`src/design/signed_angle_about_normal_unit_assert.svh`:
```
// ----------------------------------------------------------------------------
// Assertion macros for the signed angle unit
// Immediate-consequence and fixed-delay property forms.
// ----------------------------------------------------------------------------
`ifndef SIGNED_ANGLE_ABOUT_NORMAL_UNIT_ASSERT_SVH
`define SIGNED_ANGLE_ABOUT_NORMAL_UNIT_ASSERT_SVH

// ante holds, then cons holds in the same cycle
`define SANU_ASSERT_NOW(name, clk, rst_n, ante, cons, msg) \
    name: assert property (@(posedge clk) disable iff (!rst_n) (ante) |-> (cons)) \
        else $error(msg);

// ante holds, then cons holds after the delay given by dly
`define SANU_ASSERT_DLY(name, clk, rst_n, ante, dly, cons, msg) \
    name: assert property (@(posedge clk) disable iff (!rst_n) (ante) |-> ##dly (cons)) \
        else $error(msg);

`endif

```
`src/design/sanu_pkg.sv`:
```
// ----------------------------------------------------------------------------
// sanu_pkg
// Widths, pipeline tag type and arctangent table for the signed angle unit.
// ----------------------------------------------------------------------------
package sanu_pkg;

    localparam int COORD_WIDTH  = 24;
    localparam int CORDIC_STEPS = 16;
    localparam int NRM_W        = 16;
    localparam int EDGE_W       = COORD_WIDTH + 1;
    localparam int PROD_W       = 2 * EDGE_W;
    localparam int CROSS_W      = PROD_W + 1;
    localparam int LO_W         = CROSS_W / 2;
    localparam int HI_W         = CROSS_W - LO_W;
    localparam int PH_W         = HI_W + NRM_W;
    localparam int PL_W         = LO_W + 1 + NRM_W;
    localparam int DET_W        = CROSS_W + NRM_W + 2;
    localparam int DOT_W        = PROD_W + 2;
    localparam int RES_W        = 31;
    localparam int U_W          = DET_W - RES_W + 1;
    localparam int SH_W         = $clog2(U_W + 1);
    localparam int XY_W         = RES_W + 3;
    localparam int Z_W          = 26;
    localparam int ANGLE_W      = 16;
    localparam int LATENCY      = 10 + CORDIC_STEPS;

    localparam logic signed [Z_W-1:0] HALF_PI   = Z_W'(4194304);
    localparam logic signed [Z_W-1:0] ROUND_ADD = Z_W'(128);

    typedef struct packed {
        logic valid;
        logic degen;
        logic zero;
    } t_tag;

    function automatic logic signed [Z_W-1:0] atan_unit(input int idx);
        logic signed [Z_W-1:0] v;
        case (idx)
            0:  v = Z_W'(2097152);
            1:  v = Z_W'(1238021);
            2:  v = Z_W'(654136);
            3:  v = Z_W'(332050);
            4:  v = Z_W'(166669);
            5:  v = Z_W'(83416);
            6:  v = Z_W'(41718);
            7:  v = Z_W'(20860);
            8:  v = Z_W'(10430);
            9:  v = Z_W'(5215);
            10: v = Z_W'(2608);
            11: v = Z_W'(1304);
            12: v = Z_W'(652);
            13: v = Z_W'(326);
            14: v = Z_W'(163);
            15: v = Z_W'(81);
            16: v = Z_W'(41);
            17: v = Z_W'(20);
            18: v = Z_W'(10);
            19: v = Z_W'(5);
            20: v = Z_W'(3);
            21: v = Z_W'(1);
            22: v = Z_W'(1);
            default: v = '0;
        endcase
        return v;
    endfunction

endpackage

```
`src/design/sanu_cordic.sv`:
```
// ----------------------------------------------------------------------------
// sanu_cordic
// Vectoring CORDIC: quadrant pre-turn, one micro-rotation per stage, then
// rounding to 16-bit binary angle units.
// ----------------------------------------------------------------------------
module sanu_cordic import sanu_pkg::*; (
    input  logic                        i_clk,
    input  logic                        i_rst_n,
    input  t_tag                        i_tag,
    input  logic signed [RES_W-1:0]     i_x,
    input  logic signed [RES_W-1:0]     i_y,
    output logic                        o_valid,
    output logic signed [ANGLE_W-1:0]   o_angle,
    output logic                        o_degen
);

    logic signed [XY_W-1:0]  r_x [CORDIC_STEPS+1];
    logic signed [XY_W-1:0]  r_y [CORDIC_STEPS+1];
    logic signed [Z_W-1:0]   r_z [CORDIC_STEPS+1];
    t_tag                    r_t [CORDIC_STEPS+1];
    logic                    r_ov;
    logic signed [ANGLE_W-1:0] r_angle;
    logic                    r_degen;
    logic signed [XY_W-1:0]  xe, ye, n_x0, n_y0;
    logic signed [Z_W-1:0]   n_z0, rz;

    always_comb begin
        xe = XY_W'(i_x);
        ye = XY_W'(i_y);
        if (xe < 0) begin
            if (ye >= 0) begin
                n_x0 = ye;
                n_y0 = -xe;
                n_z0 = HALF_PI;
            end else begin
                n_x0 = -ye;
                n_y0 = xe;
                n_z0 = -HALF_PI;
            end
        end else begin
            n_x0 = xe;
            n_y0 = ye;
            n_z0 = '0;
        end
    end

    always_ff @(posedge i_clk) begin
        if (!i_rst_n) begin
            r_t[0].valid <= 1'b0;
        end else begin
            r_t[0].valid <= i_tag.valid;
        end
        r_x[0]       <= n_x0;
        r_y[0]       <= n_y0;
        r_z[0]       <= n_z0;
        r_t[0].degen <= i_tag.degen;
        r_t[0].zero  <= i_tag.zero;
    end

    for (genvar g = 0; g < CORDIC_STEPS; g++) begin : g_step
        always_ff @(posedge i_clk) begin
            if (!i_rst_n) begin
                r_t[g+1].valid <= 1'b0;
            end else begin
                r_t[g+1].valid <= r_t[g].valid;
            end
            r_t[g+1].degen <= r_t[g].degen;
            r_t[g+1].zero  <= r_t[g].zero;
            if (r_y[g][XY_W-1]) begin
                r_x[g+1] <= r_x[g] - (r_y[g] >>> g);
                r_y[g+1] <= r_y[g] + (r_x[g] >>> g);
                r_z[g+1] <= r_z[g] - atan_unit(g);
            end else begin
                r_x[g+1] <= r_x[g] + (r_y[g] >>> g);
                r_y[g+1] <= r_y[g] - (r_x[g] >>> g);
                r_z[g+1] <= r_z[g] + atan_unit(g);
            end
        end
    end

    assign rz = r_z[CORDIC_STEPS] + ROUND_ADD;

    always_ff @(posedge i_clk) begin
        if (!i_rst_n) begin
            r_ov <= 1'b0;
        end else begin
            r_ov <= r_t[CORDIC_STEPS].valid;
        end
    end

    always_ff @(posedge i_clk) begin
        r_degen <= r_t[CORDIC_STEPS].degen;
        if (r_t[CORDIC_STEPS].degen || r_t[CORDIC_STEPS].zero) begin
            r_angle <= '0;
        end else begin
            r_angle <= rz[ANGLE_W+7:8];
        end
    end

    assign o_valid = r_ov;
    assign o_angle = r_angle;
    assign o_degen = r_degen;

endmodule
```
`config.mk`:
```
export PLATFORM = sky130hd
export DESIGN_NAME = sanu_cordic
export DESIGN_NICKNAME = d
export VERILOG_FILES = /design/src/design/signed_angle_about_normal_unit_assert.svh /design/src/design/sanu_pkg.sv /design/src/design/sanu_cordic.sv
export SDC_FILE = /design/constraint.sdc
export NUM_CORES = 2
export LEC_CHECK = 0
export ABC_AREA = 0
export BUFFER_PORTS_ARGS = -buffer_cell sky130_fd_sc_hd__buf_2
export CAP_MARGIN = 40
export CORE_UTILIZATION = 40
export DETAILED_ROUTE_END_ITERATION = 6
export HOLD_SLACK_MARGIN = 0.06
export PLACE_DENSITY = 0.66
export SLEW_MARGIN = 20
export SYNTH_ARGS = -nofsm -noshare
export SYNTH_HDL_FRONTEND = slang
export SYNTH_SLANG_ARGS = --single-unit
```
`constraint.sdc`:
```
create_clock -name i_clk -period 4.7 [get_ports i_clk]
set_input_delay 1.41 -clock i_clk [delete_from_list [all_inputs] [get_ports i_clk]]
set_output_delay 1.41 -clock i_clk [all_outputs]
set_load 0.005 [all_outputs]
```
==> out/summary.txt <==
============================================================================
Predominant post-synthesis flop cell .......................... sky130_fd_sc_hd__dfxtp_1
Drt first pass iters ..........................................            6
Cell Chain, Critical Path ..................................... nor3_1 -> nand2_1 -> nor4_1 -> and2_0 -> a21oi_1 -> xnor2_1 -> ha_1 -> a21o_1 -> a21o_1 -> a21oi_1 -> o21ai_0 -> a31oi_1 -> o21ai_0 -> o311a_1 -> o311ai_2 -> a21oi_1 -> nand4b_1
GRT Total Usage ...............................................       0.2005
Synth Register Bits ...........................................         1399
Wirelength per Cell ...........................................     16.61 um
Status ........................................................    completed
NumNets Final .................................................        14191
Std cell rows .................................................          187
Final Hold Vio Count ..........................................            0
Largest stage delay on the critical path ......................       480 ps
Number of nets with antenna violations after detailed routing .            0
Critical path startpoint category .............................    flip-flop
Buffers added on ports ........................................           84
Number of distinct library cells after synthesis ..............          106
Cell occurring most often along the worst timing path ......... sky130_fd_sc_hd__a21oi_1
Worst clock skew on the final layout ..........................     62.80 ps
Number of remaining DRC errors ................................            0
Cell with the largest stage delay on the worst path ........... sky130_fd_sc_hd__and2_0
Asr flop ratio synth ..........................................            0
Post-Synthesis Mean Instance Area .............................    8.337 um2
H-tree levels .................................................            4
Setup Total Neg Slack .........................................         0 ps
First-iteration detailed-routing DRC count ....................         5370
Wire length of the first global-routing pass ..................    437300 um
I/O pin count .................................................           85
Crit end category .............................................    flip-flop
Max Transition Viols Final ....................................            0
Global placement routability congestion .......................       0.9313
Max_slew headroom .............................................       0.4208
Instance count of the mapped netlist ..........................        12543
Clock network latency to the later pin of the worst-skew pair .       860 ps
Number of synthesis warnings ..................................            0
TritonCTS Sinks ...............................................         1399
Fraction of final layout cells sized beyond drive strength 1 ..      0.05993
Critical path data required time ..............................      5430 ps
Number of hold-repair buffers added at the cts stage ..........            0
Via Count .....................................................        88511
Transition time at the pin with the least slew margin .........     857.9 ps
Width of the die ..............................................     513.3 um
Max frequency .................................................    220.3 MHz
Die Y .........................................................     513.3 um
Arrival @ worst endpoint ......................................      5270 ps
Worst Path Max Fanout .........................................            6
Share of the clock period used by the worst path ..............       0.9658
Critical path class ...........................................   reg -> reg
Initial core utilization ......................................       0.4027
Average via count per standard cell ...........................        5.424
Routed WL .....................................................    271100 um
Seq/Total Area, Yosys .........................................       0.2678
TritonCTS clock tree ..........................................        built
Setup violation total in the final timing report ..............            0
Number of global-route vias before repair .....................        84028
Number of flops mapped to enable cells by yosys ...............            0
Antenna violations before repair ..............................            3
Post-CTS Setup Inserts ........................................            0
Tightest Hold Check Type ......................................   reg -> reg
Post-synthesis to final-layout area growth ....................       10.96%
Minimum clock period ..........................................      4539 ps
Total Die Area ................................................   263500 um2
Cell Area, Synth ..............................................   104600 um2
Total congestion overflow after global routing ................            0
Post-DP HPWL ..................................................    220100 um
Core Area .....................................................   259700 um2
Clock root cell ............................................... sky130_fd_sc_hd__clkbuf_16
Clock Path Buffers ............................................            3
Resize count post-CTS .........................................            0
Maximum number of pins on one net before global-route repair ..           92
Clock slew at reported path FFs ...............................        60 ps
# Max-Cap Violations ..........................................            0
Total clock buffers created by CTS ............................          161
============================================================================
==> state kept, by name, summed over array words and instances, names as in the netlist <==
name     count
r_t         51
o_angle     16
o_degen      1
o_valid      1
r_y        510
r_x        496
r_z        324
==> critical path, delay by kind of cell (launching register included) <==
kind | cells | cell delay (ps)
AO/OA/AOI/OAI | 10 | 2260
XOR/XNOR | 1 | 150
adder cells (fa/ha/maj) | 1 | 300
flip-flops | 1 | 340
AND/OR/NAND/NOR | 5 | 1360
==> per-stage QoR <==
step | instances | utilization | hold slack, ps | area, um2 | setup slack, ps
after detailed placement | 16027 | 0.4240 | 312.1 | 110100 | 155.6
after global routing | 16319 | 0.4468 | 327.2 | 116000 | -32.49
after global placement | 16025 | 0.4238 | 313.2 | 110100 | 73.39
after CTS | 16318 | 0.4456 | 323.8 | 115700 | 111.2
final | 16319 | 0.4468 | 322.4 | 116000 | 160.8
after floorplan | 12545 | - | 309.6 | 104600 | 481.9
==> final cells by class <==
class	instances	area [um2]
flip-flops and latches	1399	28030
multi-input cells	10362	73930
clock inverters	80	1102
inverters	572	2147
well taps	3402	4257
repair buffers	292	2062
clock buffers	211	4509
diodes	1	2.502
fillers	25546	143700
==> final timing paths <==
path,start,to,slack [ps],cells after the start
worst max-delay path,r_x[2][9],r_y[3][32],160,17
worst min-delay path,r_t[3][1],r_t[4][1],320,0
worst max register to register,r_x[2][9],r_y[3][32],160,17
worst min register to register,r_t[3][1],r_t[4][1],320,0
==> logic make-up after synthesis <==
kind of cell / Yosys count / share of synthesized area
flops: 1399 / 0.2678
compound gates: 3619 / 0.2204
fa+ha+maj: 1336 / 0.1627
xor+xnor: 1779 / 0.1491
buf+inv: 784 / 0.02819
other cells: 1 / 0.00003586
simple gates: 3550 / 0.1641
mux: 75 / 0.007633
==> layer usage <==
layer / global-route usage / share of wire / wire [um]
met5: 0 / 0 / 0
met4: 0.06651 / 0.032 / 8703
met3: 0.02443 / 0.040 / 10780
met2: 0.3541 / 0.47 / 128800
met1: 0.2501 / 0.45 / 122900
==> synthesized netlist by cell type, types with 44 or more instances <==
cell	count	area share
sky130_fd_sc_hd__dfxtp_1	1399	0.27
sky130_fd_sc_hd__nor2_1	1286	0.046
sky130_fd_sc_hd__nand3_1	194	0.0093
sky130_fd_sc_hd__and3_1	137	0.0082
sky130_fd_sc_hd__and2_1	111	0.0066
sky130_fd_sc_hd__a21oi_1	1344	0.064
sky130_fd_sc_hd__xnor2_1	1167	0.098
sky130_fd_sc_hd__o31ai_1	68	0.0049
sky130_fd_sc_hd__or2_2	44	0.0026
sky130_fd_sc_hd__o21ai_0	543	0.026
sky130_fd_sc_hd__o41ai_1	56	0.0047
sky130_fd_sc_hd__a21o_1	501	0.036
sky130_fd_sc_hd__nand4_1	78	0.0047
sky130_fd_sc_hd__ha_1	1296	0.16
sky130_fd_sc_hd__o21a_1	190	0.014
sky130_fd_sc_hd__xor2_1	611	0.051
sky130_fd_sc_hd__nor3_1	378	0.018
sky130_fd_sc_hd__nand2_1	589	0.021
sky130_fd_sc_hd__nor4_1	107	0.0064
sky130_fd_sc_hd__o211ai_1	66	0.0047
sky130_fd_sc_hd__inv_1	564	0.020
sky130_fd_sc_hd__or3_1	92	0.0055
sky130_fd_sc_hd__nor2b_1	182	0.011
sky130_fd_sc_hd__o21bai_1	166	0.012
sky130_fd_sc_hd__nand2b_1	181	0.011
sky130_fd_sc_hd__clkbuf_1	183	0.0066
sky130_fd_sc_hd__a31oi_1	138	0.0083
sky130_fd_sc_hd__a211oi_1	106	0.0076
==> cell usage in the layout (no fill, tap or decap), types with 37 or more instances in the layout <==
cell / n
sky130_fd_sc_hd__dfxtp_1: 1384
sky130_fd_sc_hd__a21oi_1: 1344
sky130_fd_sc_hd__ha_1: 1296
sky130_fd_sc_hd__nor2_1: 1286
sky130_fd_sc_hd__xnor2_1: 1166
sky130_fd_sc_hd__xor2_1: 611
sky130_fd_sc_hd__nand2_1: 589
sky130_fd_sc_hd__inv_1: 564
sky130_fd_sc_hd__o21ai_0: 543
sky130_fd_sc_hd__a21o_1: 501
sky130_fd_sc_hd__nor3_1: 373
sky130_fd_sc_hd__buf_4: 204
sky130_fd_sc_hd__nand3_1: 194
sky130_fd_sc_hd__o21a_1: 190
sky130_fd_sc_hd__nand2b_1: 181
sky130_fd_sc_hd__nor2b_1: 180
sky130_fd_sc_hd__o21bai_1: 166
sky130_fd_sc_hd__clkbuf_16: 163
sky130_fd_sc_hd__a31oi_1: 137
sky130_fd_sc_hd__and3_1: 137
sky130_fd_sc_hd__and2_1: 111
sky130_fd_sc_hd__a211oi_1: 105
sky130_fd_sc_hd__nor4_1: 96
sky130_fd_sc_hd__or3_1: 92
sky130_fd_sc_hd__buf_2: 83
sky130_fd_sc_hd__nand4_1: 78
sky130_fd_sc_hd__o211ai_1: 66
sky130_fd_sc_hd__o31ai_1: 65
sky130_fd_sc_hd__o41ai_1: 53
sky130_fd_sc_hd__or2_2: 44
sky130_fd_sc_hd__or4_1: 41
sky130_fd_sc_hd__fa_1: 40
sky130_fd_sc_hd__mux2_2: 38
sky130_fd_sc_hd__mux2i_1: 37
Power is not shown: default switching activity piles up to over one toggle a cycle in this logic, so the estimate is an artifact.
